## src/sv/cht_ram.sv

```systemverilog
`timescale 1ns / 1ps
// ---------------------------------------------------------------------------
// cht_ram
// Generic single-write, single-read RAM with registered read data.
// ---------------------------------------------------------------------------
module cht_ram #(
  parameter int unsigned WIDTH = 8,
  parameter int unsigned DEPTH = 256,
  localparam int unsigned AW = (DEPTH > 1) ? $clog2(DEPTH) : 1
) (
  input  logic             clk,
  input  logic             we,
  input  logic [AW-1:0]    waddr,
  input  logic [WIDTH-1:0] wdata,
  input  logic [AW-1:0]    raddr,
  output logic [WIDTH-1:0] rdata
);

  logic [WIDTH-1:0] mem [DEPTH];

  always_ff @(posedge clk) begin
    if (we) mem[waddr] <= wdata;
    rdata <= mem[raddr];
  end

endmodule

```

## config.mk

```make
export PLATFORM = sky130hd
export DESIGN_NAME = cht_ram
export DESIGN_NICKNAME = d
export VERILOG_FILES = /design/src/sv/cht_ram.sv
export SDC_FILE = /design/constraint.sdc
export NUM_CORES = 2
export LEC_CHECK = 0
export BUFFER_PORTS_ARGS = -buffer_cell sky130_fd_sc_hd__buf_2
export CORE_MARGIN = 2
export CORE_UTILIZATION = 51
export DETAILED_ROUTE_END_ITERATION = 16
export PLACE_DENSITY = 0.7
export SLEW_MARGIN = 20
export SYNTH_ARGS = -nofsm -noshare
export SYNTH_HDL_FRONTEND = slang
export SYNTH_SLANG_ARGS = --single-unit
export TNS_END_PERCENT = 10
```

## constraint.sdc

```tcl
create_clock -name clk -period 2.1 [get_ports clk]
set_input_delay 0 -clock clk [delete_from_list [all_inputs] [get_ports clk]]
set_output_delay 0 -clock clk [all_outputs]
set_load 0.01 [all_outputs]
```

# Yosys cells after proc, flatten, opt, wreduce, memory -nomap -nowiden
# Memories as Yosys holds them, arrays and structs flattened. A register that Yosys moved wholly into a read port is not among the register bits.
# Index checks and enable logic that the tools add are counted.
[totals] regBits=0 ramBits=2048 input_bits=26 output_inout_bits=8 wordCells=3 mem_count=1
[memory_table] memory="mem" depth=256 word_bits=8 read_ports=1 rd_clocked_by_memory_dff=1 write_ports=1 line_no="19" text="logic [WIDTH-1:0] mem [DEPTH];"
[classes] muxes=2
[ops] cell="$mux 1" n=2

# Depth between registers and ports, before layout
[depth] depth_word=2 depth_mapped=11 depth_no_buf=6

# Worst setup path before layout
# No wires, ideal clock.
[synth_timing] path_kind="input-to-reg" start="in raddr[0]" end="reg rdata[2], read port of mem" setup_time_ns=0.131 arrival_time_ns=1.807 required_time_ns=1.969 slack_ns=0.162 path_stages=9 path_buffers=4 cell_sequence="buf_6 -> buf_12 -> buf_8 -> buf_2 -> mux4_2 -> a22oi_1 -> a21oi_1 -> nor4_1 -> nor4_2"
[synth_rtl] element="from (decl)" line_no="15" text="input logic [AW-1:0] raddr,"
[synth_rtl] element="to (decl)" line_no="16" text="output logic [WIDTH-1:0] rdata"

==> results.md <==
* Status: finished with violations
* Failing checks: negative setup slack
* Post-Synth XOR/XNOR Area at 0%
* Tmin final at 2.30 ns
* Gate power share at 5.7%
* Global-route wire length before repair at 284000 µm
* Total CTS buffers at 195
* Post-Synth Adder-Cell Area at 0%
* Crit Path Category: register to register
* CP arrival at roughly 3 ns
* R2R Setup Slk at -0.20 ns
* Pin count of the biggest net entering global routing at 84
* Post-synthesis mux area share at 14.6%
* Synth warn at 0
* P_sw at about 18 mW
* FF-to-FF Start: mem[27][3]
* Routed vias/inst at 6.23
* Post-CTS setup buffers at 0
* Hold EP: mem[150][5]
* Final net count at around 4500
* CTS tree: done
* Crit path max fanout at 1
* Multi-input logic area at 16800 µm²
* Design Area, Final at 94000 µm²
* Fillers at 10400
* Worst Setup Slack, final at -0.199 ns
* Final Max Tran Viols at 0
* Ratio of cells with drive above 1 in the final layout at 33.2%
* Mean Syn Cell Area at 21.3 µm²
* Synth Instances at 3733
* Startpoint Class: register
* DIE AREA at 159000 µm²
* Seq pwr share at between 50% and 60%
* Core Box Area at 154000 µm²
* Critical-path cell list: mux4_2, a22o_1, a221oi_2, buf_4, o221ai_2, a211oi_4, buf_4, nor4_1
* Maxcap violations at 0
* Peak Freq at between 400 and 500 MHz
* # setup viols final at 8
* Hold Path Stages at 2
* Vias in the first global route at 41100
* Layout area overhead at 18.2%
* Hold Crit Start: wdata[5]
* Distinct cells, synth at 55
* Reg area at 61700 µm²
* Worst r2r path cells at 8
* Critical path's slowest cell: mux4_2
* DR pass1 iterations at 6
* Antenna-violating nets left at 0
* Port bufs at 33
* Skew-Pair Late Insertion Delay at 0.85 ns
* RSZ-0062 raised after global routing: yes
* Period utilisation layout at 109%
* Drt wl/cell at 29.5 µm
* Total Power at 85.1 mW
* Total wire length at 196000 µm
* CTS Buffer Depth at 3
* Detailed-placement wirelength estimate at between 100000 and 150000 µm
* 1st-iter DRT viols at about 5600
* Crit. End Element: register
* Complex-gate fraction of the synthesized area at 3.42%
* Num rows at approximately 140
* Clock skew at approximately 0.044 ns
* Critical Path RT at 2.82 ns
* Residual DRC count at 0
* Hold Slack at 0.168 ns
* Root Buffer: clkbuf_16
* Fin. Hold Viols at 0
* EDFF count, synth at just over 2000
* RR Endpoint: rdata[3]
* Post-Place Cell Area at 87200 µm²
* Synthesized Nets at 3759
* Seq cells post-synth at 2056
* Setup WS pre-CTS at -0.930 ns
* Cell Area, Synth at ~80000 µm²
* Die Width at 399 µm
* Most used cell along the critical path: buf_4
* Rel. slew slack at 43.0%
* Worst Tran Pin Value at 0.851 ns
* Initial core utilization at about half
* CTS sink count at 2056
* Commonest non-fill, non-tap cell in the layout: edfxtp_1
* Total grt overflow at 0
* PD cells at 905 nW/µm²
* Peak supply drop at 0.828 mV
* DR vias at 41400
* All-layer global routing usage at 24.9%
* Hold crit path type: input port to register
* Clock network fraction of total power at between 40% and 50%
* Synth async-reset ratio at 0%
* Simple-gate share of the synthesized area at 2.63%
* Htree depth at 4
* Primary FF master, synth: edfxtp_1
* Fraction of the yosys area taken by sequential cells at 77.5%
* Static leakage at roughly 31 nW
* Internal at roughly 67 mW
* CP peak stage delay at roughly 0.48 ns
* I/O pin count at 34
* Reg clk slew, reported paths at 0.07 ns
* Antenna violations before repair at 3
* Total negative slack at -1.07 ns
* Largest family of logic cells by synthesized area: multiplexers
* Most frequent cells in the layout: edfxtp_1, buf_4, mux4_2
* Vert. Die Dim at between 300 and 400 µm
* Sw Share at 21.2%
* GP Congestion at 0.908
==> synth_stat cells, drive strengths merged (6+ instances only) <==
| cell | count | share of area, % |
|---|---|---|
| edfxtp | 2048 | 77 |
| mux4 | 456 | 13 |
| nor2 | 282 | 1.3 |
| mux2i | 134 | 1.7 |
| a22oi | 133 | 1.3 |
| buf | 122 | 1.3 |
| clkbuf | 111 | 0.52 |
| a21oi | 96 | 0.60 |
| o221ai | 47 | 0.53 |
| nand3 | 34 | 0.21 |
| nand2 | 33 | 0.16 |
| nor2b | 31 | 0.24 |
| o22ai | 28 | 0.22 |
| nor4 | 27 | 0.24 |
| nor3 | 22 | 0.14 |
| a211oi | 16 | 0.15 |
| a221oi | 14 | 0.16 |
| o21ai | 12 | 0.075 |
| nand4 | 10 | 0.079 |
| o211ai | 10 | 0.094 |
| a22o | 8 | 0.088 |
| dfxtp | 8 | 0.20 |
| nand2b | 8 | 0.063 |
| and2 | 6 | 0.047 |
==> power groups by stage <==
stage          Combinational (mW)  Clock (mW)  Sequential (mW)
6_report                     4.83        34.9             45.3
5_1_grt                      5.08        36.8             45.3
4_1_cts                      4.81        35.3             45.3
3_5_place_dp                 4.70           0             46.2
3_3_place_gp                 4.63           0             46.2
2_1_floorplan                2.20           0             46.2
==> per-layer routing <==
| layer | vias up | routed length (µm) | global-route usage (%) |
|---|---|---|---|
| li1 | 17100 | - | - |
| met1 | 21600 | 76000 | 36.0 |
| met5 | - | 13 | 0 |
| met3 | 321 | 20400 | 4.51 |
| met4 | 2 | 6080 | 8.12 |
| met2 | 2391 | 93700 | 38.9 |
==> final cells by class <==
type | count | share of cell area [%]
diodes | 1 | 0.00266
flip-flops and latches | 2056 | 65.6
multi-input cells | 1442 | 17.8
well taps | 2044 | 2.72
repair buffers | 750 | 7.09
clock inverters | 122 | 1.36
clock buffers | 234 | 5.41
inverters | 2 | 0.00798
==> sequential cells by signal, indices dropped and copies added, names as in the netlist <==
name,count
rdata,8
mem,2048
==> stage by stage <==
stage | instances | utilization, %
after floorplan | 3733 | -
after global placement | 6275 | 56.5
after detailed placement | 6276 | 56.5
after CTS | 6650 | 60.8
after global routing | 6650 | 60.9
final | 6651 | 60.9
==> critical path, delay by kind of cell, from the launching register on <==
kind | cells | cell delay (ns)
AOI/OAI and AO/OA | 4 | 0.93
muxes | 1 | 0.48
DFF | 1 | 0.36
buffers and inverters | 2 | 0.36
and+or+nand+nor | 1 | 0.05
==> worst max-delay path by stage <==
stage / start / to / slack [ns]
3_5_place_dp: raddr[0] / rdata[3] / -0.93
3_3_place_gp: raddr[1] / rdata[0] / -1.32
4_1_cts: mem[135][2] / rdata[2] / -0.20
5_1_grt: mem[27][3] / rdata[3] / -0.18
6_report: mem[27][3] / rdata[3] / -0.20
2_1_floorplan: raddr[0] / rdata[2] / 0.16
==> what timing repair did <==
| item | 4_1_cts | 5_1_grt |
|---|---|---|
| pin swaps | 13 | 8 |
| hold buffers | 19 | 0 |
| endpoints found under the hold margin | 2154 | 0 |
| setup endpoints to repair | 8 | 10 |
| resized for setup | 37 | 14 |
==> kinds of logic after synthesis <==
kind of cell | Yosys count
buffers and inverters | 235
muxes | 591
and+or+nand+nor | 466
AOI/OAI and AO/OA | 385
DFF | 2056
(Power assumes the default switching activity.)
