### config.mk
export PLATFORM = sky130hd
export DESIGN_NAME = cht_hash
export DESIGN_NICKNAME = d
export VERILOG_FILES = /design/src/sv/cht_pkg.sv /design/src/sv/cht_hash.sv
export SDC_FILE = /design/constraint.sdc
export NUM_CORES = 1
export LEC_CHECK = 0
export BUFFER_PORTS_ARGS = -buffer_cell sky130_fd_sc_hd__buf_4
export CORE_MARGIN = 8
export CORE_UTILIZATION = 59
export CTS_BUF_LIST = sky130_fd_sc_hd__clkbuf_4 sky130_fd_sc_hd__clkbuf_8
export CTS_CLUSTER_DIAMETER = 100
export DETAILED_ROUTE_END_ITERATION = 8
export PLACE_DENSITY = 0.83
export SYNTH_ARGS = -nofsm -noshare
export SYNTH_HDL_FRONTEND = slang
export SYNTH_SLANG_ARGS = --single-unit
### constraint.sdc
create_clock -name clk -period 7.4 [get_ports clk]
set_input_delay 1.48 -clock clk [delete_from_list [all_inputs] [get_ports clk]]
set_output_delay 1.48 -clock clk [all_outputs]
set_load 0.02 [all_outputs]
### src/sv/cht_pkg.sv
`timescale 1ns / 1ps
// ---------------------------------------------------------------------------
// cht_pkg
// Shared constants, codes and helpers of the chained hash table engine.
// ---------------------------------------------------------------------------
package cht_pkg;

  localparam int unsigned DEF_BUCKETS   = 1024;
  localparam int unsigned DEF_NODES     = 256;
  localparam int unsigned DEF_KEY_BYTES = 8;
  localparam int unsigned DEF_VAL_BYTES = 8;

  localparam int unsigned DATA_W = 64;
  localparam int unsigned LEN_W  = 4;

  // hash constants
  localparam logic [31:0] HASH_TOP_MASK = 32'hf000_0000;
  localparam logic [31:0] HASH_KEEP     = 32'h7fff_ffff;
  localparam int unsigned HASH_FOLD     = 24;
  localparam int unsigned HASH_SHIFT    = 4;

  typedef enum logic [1:0] {
    OP_INSERT = 2'd0,
    OP_FIND   = 2'd1,
    OP_DELETE = 2'd2,
    OP_NONE   = 2'd3
  } op_t;

  typedef enum logic [1:0] {
    ST_OK       = 2'd0,
    ST_NOTFOUND = 2'd1,
    ST_FULL     = 2'd2,
    ST_RSVD     = 2'd3
  } status_t;

  function automatic logic [DATA_W-1:0] byte_mask(input logic [LEN_W-1:0] n);
    logic [DATA_W-1:0] m;
    m = '0;
    for (int i = 0; i < DATA_W / 8; i++) begin
      if (LEN_W'(i) < n) m[i*8 +: 8] = 8'hff;
    end
    return m;
  endfunction

endpackage

### src/sv/cht_hash.sv
`timescale 1ns / 1ps
// ---------------------------------------------------------------------------
// cht_hash
// ELF hash, one key byte per cycle, then bucket = hash mod BUCKETS by a
// reciprocal multiplication and a multiply-subtract.
// ---------------------------------------------------------------------------
module cht_hash
  import cht_pkg::*;
#(
  parameter int unsigned BUCKETS = DEF_BUCKETS,
  localparam int unsigned BW = (BUCKETS > 1) ? $clog2(BUCKETS) : 1
) (
  input  logic              clk,
  input  logic              rst,
  input  logic              start,
  input  logic [DATA_W-1:0] key,
  input  logic [LEN_W-1:0]  key_len,
  output logic              done,
  output logic [BW-1:0]     bucket
);

  // the masked hash is below 2^31; a rounded-up reciprocal with a shift of
  // 31 + clog2(BUCKETS) gives the exact quotient over that whole range
  localparam int unsigned LB  = (BUCKETS > 1) ? $clog2(BUCKETS) : 0;
  localparam int unsigned QSH = 31 + LB;
  localparam logic [63:0] RECIP =
    ((64'd1 << QSH) + 64'(BUCKETS) - 64'd1) / 64'(BUCKETS);
  localparam logic [31:0] RECIP_LO = RECIP[31:0];
  localparam logic [31:0] BKT = 32'(BUCKETS);

  typedef enum logic [1:0] {S_IDLE, S_HASH, S_QUO, S_REM} state_t;

  state_t            state;
  logic [DATA_W-1:0] k;
  logic [LEN_W-1:0]  len;
  logic [LEN_W-1:0]  idx;
  logic [31:0]       h;
  logic [31:0]       h_next;
  logic [63:0]       prod;
  logic [63:0]       quo;
  logic [31:0]       q;
  logic [31:0]       rem;
  logic [31:0]       rem_next;

  always_comb begin
    logic [31:0] t;
    logic [31:0] x;
    t = (h << HASH_SHIFT) + {24'd0, k[7:0]};
    x = t & HASH_TOP_MASK;
    if (x != 32'd0) t = (t ^ (x >> HASH_FOLD)) & ~x;
    h_next = t;
  end

  assign prod     = {32'd0, h} * {32'd0, RECIP_LO};
  assign quo      = prod >> QSH;
  assign rem_next = h - (q * BKT);

  always_ff @(posedge clk) begin
    if (rst) begin
      state <= S_IDLE;
      done  <= 1'b0;
    end else begin
      done <= 1'b0;
      unique case (state)
        S_IDLE: begin
          if (start) begin
            k     <= key;
            len   <= key_len;
            idx   <= '0;
            h     <= '0;
            state <= S_HASH;
          end
        end
        S_HASH: begin
          if (idx == len) begin
            h     <= h & HASH_KEEP;
            state <= S_QUO;
          end else begin
            h   <= h_next;
            k   <= k >> 8;
            idx <= idx + 1'b1;
          end
        end
        S_QUO: begin
          q     <= quo[31:0];
          state <= S_REM;
        end
        S_REM: begin
          rem   <= rem_next;
          done  <= 1'b1;
          state <= S_IDLE;
        end
        default: state <= S_IDLE;
      endcase
    end
  end

  assign bucket = rem[BW-1:0];

endmodule

======== After elaboration in Yosys (flattened, before gate mapping) ========
Cells that the tools add are included.
cells by class
  add/sub/neg operators ................... 3
  eq/ne operators ......................... 7
  mux-type cells .......................... 14
  bitwise logic cells ..................... 4
  reduce and logical (&&, ||, !) cells .... 7
operators by type and width
  operator                 count
  $mux W64                 2
  $pmux W64 S2             1
  $mux W28                 3
  $pmux W28 S2             1
  $add A32 B8 Y32          1
  $reduce_bool A32 Y1      1
  $and A28 B28 Y28         1
  $not A1 Y28 const A      1
  $xor A28 B8 Y28          1
  $sub A10 B1 Y10 const B  1
  $mux W4                  2
  $pmux W2 S4              1
  $pmux W4 S2              1
  $ne A2 B2 Y1 const B     3
  $add A4 B1 Y4 const B    1
  $eq A2 B2 Y1 const B     2
  $eq A4 B4 Y1             1
  $mux W2                  2
  $reduce_and A2 Y1        2
  $reduce_and A4 Y1        1
  $reduce_and A3 Y1        1
  $eq A2 B1 Y1 const B     1
  $logic_not A2 Y1         1
  $reduce_bool A2 Y1       1
  2 further kinds          2
storage, ports and cells
  register bits after elaboration ......... 113
  input bits .............................. 71
  logic and storage cells ................. 42

======== Depth between registers and ports, before layout ========
Gate-level depths: netlist (run 1).
  depth in word-level cells ............... 6
  mapped depth ............................ 7

======== Worst setup path after synthesis (run 1) ========
No wires, ideal clock.
  path type ............................... input to register
  start point ............................. in start
  end point ............................... reg h[0], enable pin
  setup time .............................. 582 ps
  arrival ................................. 6331 ps
  data required time ...................... 6818 ps
  path slack .............................. 487 ps
  stages .................................. 3
  path buffers ............................ 0
  path through ............................ nand2b_1 > nand2b_1 > a21oi_1
on the way
  longest elaborated chain between the ends .. 2
ends and longest elaborated chain
  item                                RTL line        RTL
  from (decl)                         cht_hash.sv:15  input logic start,
  $ne A2 B2 Y1 (no source line)       --
  $reduce_and A4 Y1 (no source line)  --
  to (signal assigned)                cht_hash.sv:76  h <= h & HASH_KEEP;
  to (signal assigned)                cht_hash.sv:79  h <= h_next;
  to (decl)                           cht_hash.sv:37  logic [31:0] h;
Every way passes these cells.
A chain may end at the register's enable or synchronous reset.

======== Worst setup path after layout (run 1) ========
  start point ............................. reg state[1]
  end point ............................... reg k[28], enable pin
on the way
  longest elaborated chain between the ends .. 3
  elaborated cells between the ends (all ways) .. 6
  those cells by class .................... eq/ne: 3; reduce/logical: 3
ends and longest elaborated chain
  item                                                                        RTL line        RTL
  from (decl)                                                                 cht_hash.sv:33  state_t state;
  from (signal assigned)                                                      cht_hash.sv:60  state <= S_IDLE;
  from (signal assigned)                                                      cht_hash.sv:71  state <= S_HASH;
  from (signal assigned)                                                      cht_hash.sv:77  state <= S_QUO;
  $eq A2 B1 Y1 / $logic_not A2 Y1 (equally long branches)                     cht_hash.sv:64  unique case (state)
  $ne A2 B2 Y1 (no source line) / $reduce_bool A2 Y1 (equally long branches)  --
  $reduce_and A4 Y1 (no source line) (*)                                      --
  to (signal assigned)                                                        cht_hash.sv:67  k <= key;
  to (signal assigned)                                                        cht_hash.sv:80  k <= k >> 8;
  to (decl)                                                                   cht_hash.sv:34  logic [DATA_W-1:0] k;
Mark *: on every way between the ends. The rest lies on a longest branch, timed or not.

==> results of run 1 <==
## synth_stat cells (all sizes together)
cell and count:
or4 11, o31ai 10, o21ai 9, nand2 13
and3 2, inv 7, a211o 1, dfxtp 3
nor2 8, a21o 1, nand3 10, and2 6
o31a 1, edfxtp 110, xnor2 6, nor2b 10
mux2i 2, fa 1, nor4 2, clkbuf 10
nand4 7, nand2b 2, o21a 2, a21oi 27
dlygate4sd1 1, nor4b 1, a211oi 1, buf 4
nor3 1, clkinv 1, or2 3, or3 10
ha 9, xor2 8, and4 2, mux2 56
o41ai 1
## critical path, stage by stage (launching register included)
cell,delay (ns)
dfxtp_1,0.33
inv_1,0.11
ha_2,0.18
buf_4,0.65
clkinv_1,0.88
nand2_1,0.36
a21oi_4,0.08
buf_4,0.34
buf_4,0.40
## routing by layer
layer	vias to the layer above	part of all wire [%]	GRT usage, %
met5	-	0	0
met4	0	1.3	6.56
met3	12	8.4	6.98
met2	124	50	27.2
met1	1565	41	20.7
li1	1562	-	-
## logic make-up after synthesis
| logic type | after synthesis | share of synthesized area (%) |
|---|---|---|
| AOI/OAI and AO/OA | 53 | 6.01 |
| adders and majority gates | 10 | 2.55 |
| buffers and inverters | 23 | 2.02 |
| muxes | 58 | 12.5 |
| xor gates and xnor gates | 14 | 2.35 |
| and+or+nand+nor | 88 | 10.0 |
| DFF | 113 | 64.6 |
## power by group through the flow
stage / clock network (W) / registers [W] / logic, W
finish: 0.000618 / 0.00113 / 0.000667
global route: 0.000659 / 0.00115 / 0.000740
CTS: 0.000629 / 0.00113 / 0.000671
detailed placement: 0 / 0.00114 / 0.000664
global placement: 0 / 0.00112 / 0.000641
floorplan: 0 / 0.00114 / 0.000504
## per-stage QoR
| step | instances | total power, W | instance area (um2) | utilization, % |
|---|---|---|---|---|
| 6_report | 568 | 0.00242 | 6340 | 73.5 |
| 5_1_grt | 568 | 0.00255 | 6340 | 73.5 |
| 4_1_cts | 568 | 0.00243 | 6340 | 73.5 |
| 3_5_place_dp | 536 | 0.00180 | 5910 | 68.5 |
| 3_3_place_gp | 536 | 0.00177 | 5910 | 68.5 |
| 2_1_floorplan | 359 | 0.00164 | 5210 | - |
## sequential cells by signal (all words and copies together), names as in the netlist
| register | cells |
|---|---|
| done | 1 |
| h | 28 |
| idx | 4 |
| k | 64 |
| len | 4 |
| rem | 10 |
| state | 2 |
## final cells by class
cell class              count  area [um2]  share of cell area (%)
clock buffers              18         241                    3.81
clock inverters            14         190                    3.00
inverters                   8        30.0                   0.473
multi-input cells         223        1750                    27.6
flip-flops and latches    113        3360                    53.0
well taps                 108         135                    2.13
repair buffers             84         631                    9.94
## how the worst max path moves through the flow
stage	depth (start not counted)	slack [ns]	from	end
CTS	8	3.67	state[1]	k[41]
finish	8	3.69	state[1]	k[28]
floorplan	3	0.49	start	h[0]
global route	8	3.38	state[1]	k[35]
global placement	8	3.77	state[1]	k[56]
detailed placement	8	3.67	state[1]	k[56]
==> results.cfg, run 1 <==
[placement]
dp_slack_ns = 3.67
numPortBuffers = 81
gp_congestion = 0.812
dp_hpwl_um = 6750

[finish]
layout.nets = 528
syn2layout_area_growth_pct = 21.8
layout_commonest_cell = edfxtp_1
diodes = 0
fillCellCount = 562
drive_gt1_share_pct = 39.8
final_cell_mix = edfxtp_1, buf_4, mux2_2

[die]
rows = 34
die_h_um = 110
die-area_um2 = 12100
coreArea_um2 = 8640
start_util_pct = 60.3
fp.dieW_um = 110
ios = 82

[logic_synthesis]
post-synth-top-area-cell = edfxtp_1
ys_seq_area_share_pct = 64.6
ys_top_cells_by_area = edfxtp_1, mux2_2, a21oi_1, ha_1, o31ai_1
synth_fp_nets = 440
syn_area_per_cell_um2 = 14.5
syn_area_um2 = 5210
ys.warnings.count = 0
synth_cells = 359
synth_top_area_share_pct = 63.4
synth_cell_types = 45
ys_ff_latch = 113

[worst_setup_path]
r2r_cells = 8
crit_type = reg2reg
rr_endpoint = k[28]
cp-end-kind = register
reg2reg_from = state[1]
path_max_fanout = 74
ff2ff_setup_slack_ns = 3.69
cp_data_arrival_time_ns = 3.79
required_ns = 7.49
critPathLaunchType = register

[worst_hold_path]
min_path_cells = 0
holdCritStartpoint = h[3]
min_path_type = reg2reg
min_to = rem[3]

[sta]
rsz0062_at_grt = no
min_period_over_period_pct = 50.1
fin_ws_ns = 3.69
slew_violations = 0
maxSlewHeadroom_pct = 26.9
tns_ns = 0
finClkSkew_ns = 0.0113
hold_viol = 0
tightest_slew_ns = 1.08
setup_violations = 0
max_freq_ghz = 0.270
holdWs_ns = 0.472
min_period_ns = 3.71

[clock_network]
ctsHoldBuffers = 0
clk_pin_slew_ns = 0.07
clkLatencyLatePin_ns = 0.41
max-clock-path-buffers = 2
cts_setup_buffers = 0
h-tree-depth = 4
cts_tree = built
cts_resized = 0
numCtsBuffers = 17
root_buffer = clkbuf_8
cts.sinks = 113

[grt]
grt_max_degree = 75
antenna_found_initial = 0
grt_pass1_vias = 3341
grt_pass1_wl_um = 15700
grt.total_usage_pct = 17.2
overflow = 0

[power_and_ir_drop]
switching_power_w = 0.000743
p_seq_share_pct = 46.8
power_density_nw_per_um2 = 381
leakagePower_nw = 2.24
ir_drop_uv = 221
p_sw_share_pct = 30.8
internal_power_w = 0.00167
p_comb_share_pct = 27.6
clkPwrFrac_pct = 25.6

[job]
cap_viol_max_count = 0

[routing]
antenna_left = 0
routedWlPerCell_um = 17.5
vias = 3263
vias_per_cell = 5.74
first_pass_iters = 5
drt-initial-drc-count = 236
wirelength_um = 9920
drc = 0

[status]
status = finished, final reports clean
Note: power is estimated with default switching activity, not from simulation.
==> inputs of run 2 (changes only) <==
--- a/config.mk
+++ b/config.mk
@@ -5,13 +5,14 @@
 export SDC_FILE = /design/constraint.sdc
 export NUM_CORES = 1
 export LEC_CHECK = 0
+export ABC_AREA = 1
 export BUFFER_PORTS_ARGS = -buffer_cell sky130_fd_sc_hd__buf_4
 export CORE_MARGIN = 8
-export CORE_UTILIZATION = 59
+export CORE_UTILIZATION = 53
 export CTS_BUF_LIST = sky130_fd_sc_hd__clkbuf_4 sky130_fd_sc_hd__clkbuf_8
 export CTS_CLUSTER_DIAMETER = 100
 export DETAILED_ROUTE_END_ITERATION = 8
-export PLACE_DENSITY = 0.83
+export PLACE_DENSITY = 0.78
 export SYNTH_ARGS = -nofsm -noshare
 export SYNTH_HDL_FRONTEND = slang
 export SYNTH_SLANG_ARGS = --single-unit
==> constraint.sdc (replaced) <==
create_clock -name clk -period 3.4 [get_ports clk]
set_input_delay 0.68 -clock clk [delete_from_list [all_inputs] [get_ports clk]]
set_output_delay 0.68 -clock clk [all_outputs]
set_load 0.02 [all_outputs]
==> run 2 against run 1 <==
  * Global-route usage is 0.70 points lower
  * Power is 100% higher
  * Cell count is 42% higher
  * Utilization is 8.9 points lower
  * First-iteration DRC count is 13% higher
  * Area after synthesis is 3.9% higher
  * Clock power is 97% higher
  * Critical path depth is 3 lower
  * Sequential power is 110% higher
  * Critical path type unchanged
  * Largest cell class unchanged
  * Largest power group unchanged
==> results.cfg, run 2 <==
[status]
status = finished, final reports clean

[routing]
first_pass_iters = 5
antenna_left = 0
drc = 0
vias_per_cell = 5.00
vias = 4037
routedWlPerCell_um = 13.2
wirelength_um = 10700
drt-initial-drc-count = 267

[power_and_ir_drop]
internal_power_w = 0.00325
p_comb_share_pct = 27.6
power_density_nw_per_um2 = 755
clkPwrFrac_pct = 24.7
leakagePower_nw = 2.86
switching_power_w = 0.00169
p_seq_share_pct = 47.7
power.total_w = 0.00494
p_sw_share_pct = 34.2
ir_drop_uv = 449

[finish]
fillCellCount = 762
layout.nets = 740
syn2layout_area_growth_pct = 21.0
largest_reg_flops = 64
diodes = 0
top_register = k
drive_gt1_share_pct = 20.5
final_cell_mix = nand2_1, edfxtp_1, buf_4
layout_commonest_cell = nand2_1
reg_top3 = k (64), h (28), rem (10)

[die]
start_util_pct = 53.4
die_h_um = 117
ios = 82
rows = 37
die-area_um2 = 13700
fp.dieW_um = 117
coreArea_um2 = 10100

[worst_hold_path]
min_path_type = in2reg
min_path_cells = 1
holdCritStartpoint = key_len[2]
min_to = len[2]

[grt]
overflow = 0
grt_max_degree = 74
grt_pass1_wl_um = 17300
grt_pass1_vias = 3851
antenna_found_initial = 0
grt.total_usage_pct = 16.5

[logic_synthesis]
synth_flop_cell = edfxtp_1
ys_top_cells_by_count = nand2_1, edfxtp_1, nor2_1
ys_top_cells_by_area = edfxtp_1, nand2_1, nor2_1, inv_1, ha_1
ys_seq_area_share_pct = 62.1
synth_top_area_share_pct = 61.0
synth_fp_nets = 653
syn_area_per_cell_um2 = 9.46
ys.warnings.count = 0
synth_edf_count = 110
synth_cells = 572
ys_ff_latch = 113
async_flop_share_pct = 0
syn_area_um2 = 5410
yosysMostFrequentCell = nand2_1
post-synth-top-area-cell = edfxtp_1
synth_cell_types = 29

[worst_setup_path]
crit_slowest_cell = buf_4
cp_data_arrival_time_ns = 2.16
ff2ff_setup_slack_ns = 1.30
cp-end-kind = register
r2r_cells = 5
cpPeakStageDelay_ns = 0.54
reg2reg_from = state[1]
path_max_fanout = 53
required_ns = 3.47
startpoint = state[1]
crit_type = reg2reg
critPathLaunchType = register
path_cells = inv_1 -> ha_2 -> nand2_1 -> a21oi_4 -> buf_4
rr_endpoint = k[14]

[sta]
tns_ns = 0
tightest_slew_ns = 1.03
maxSlewHeadroom_pct = 31.1
hold_viol = 0
rsz0062_at_grt = no
min_period_over_period_pct = 61.6
min_period_ns = 2.10
slew_violations = 0
setup_violations = 0
finClkSkew_ns = 0.00996
max_freq_ghz = 0.477

[clock_network]
max-clock-path-buffers = 2
cts_tree = built
cts_setup_buffers = 0
root_buffer = clkbuf_8
cts.sinks = 113
clk_pin_slew_ns = 0.07
numCtsBuffers = 17
h-tree-depth = 4
ctsHoldBuffers = 0
clkLatencyLatePin_ns = 0.43
cts_resized = 0

[placement]
dp_hpwl_um = 7410
numPortBuffers = 81
gp_congestion = 0.861

[job]
cap_viol_max_count = 0
-- run 2: area by class of cell --
class / count / area (um2) / share of cell area (%)
flip-flops and latches: 113 / 3360 / 51.3
multi-input cells: 397 / 1820 / 27.8
repair buffers: 85 / 638 / 9.74
clock buffers: 19 / 249 / 3.80
well taps: 136 / 170 / 2.60
inverters: 45 / 169 / 2.58
clock inverters: 13 / 139 / 2.12
-- run 2: worst max-delay path by stage --
stage / endpoint / slack, ns / cells after the start
after floorplan: h[0] / 0.29 / 7
after global placement: k[9] / 1.38 / 5
after detailed placement: k[9] / 1.31 / 5
after CTS: k[14] / 1.30 / 5
after global routing: k[14] / 1.17 / 5
final: k[14] / 1.30 / 5
-- run 2: power by group through the flow --
| stage | registers (W) | logic, W | clock network (W) |
|---|---|---|---|
| floorplan | 0.00234 | 0.00102 | 0 |
| global placement | 0.00237 | 0.00131 | 0 |
| detailed placement | 0.00238 | 0.00137 | 0 |
| CTS | 0.00236 | 0.00138 | 0.00123 |
| global route | 0.00241 | 0.00156 | 0.00129 |
| finish | 0.00236 | 0.00136 | 0.00122 |
-- run 2: worst max-delay path: cells and delay by family (launching register included) --
family | cells | cell delay [ns]
adder cells (fa/ha/maj) | 1 | 0.37
buffers and inverters | 2 | 0.66
AO/OA/AOI/OAI | 1 | 0.16
AND/OR/NAND/NOR | 1 | 0.18
flip-flops | 1 | 0.34
-- run 2: stage by stage --
stage                     setup slack, ns  std cells  hold WS (ns)  area (um2)  util (%)
after floorplan                     0.293        572         0.431        5420         -
after global placement               1.38        776         0.438        6160      60.8
after detailed placement             1.31        776         0.444        6160      60.8
after CTS                            1.30        808         0.411        6550      64.6
after global routing                 1.17        808         0.397        6550      64.6
final                                1.30        808         0.425        6550      64.6
-- run 2: kinds of logic after synthesis --
logic type | count (synthesis) | share of synthesized area [%]
compound gates | 36 | 3.33
xor+xnor | 10 | 1.62
fa+ha+maj | 10 | 2.45
buf+inv | 62 | 4.46
flops | 113 | 62.1
simple gates | 341 | 26.0
-- run 2: layer usage --
metal  part of all wire, %  global-route usage [%]  up-vias  routed length (um)
li1                      -                       -     2045                   -
met1                    43                    20.3     1833                4550
met2                    48                    26.6      136                5150
met3                   6.6                    4.52       23                 706
met4                   2.3                    7.76        0                 250
met5                     0                       0        -                   0
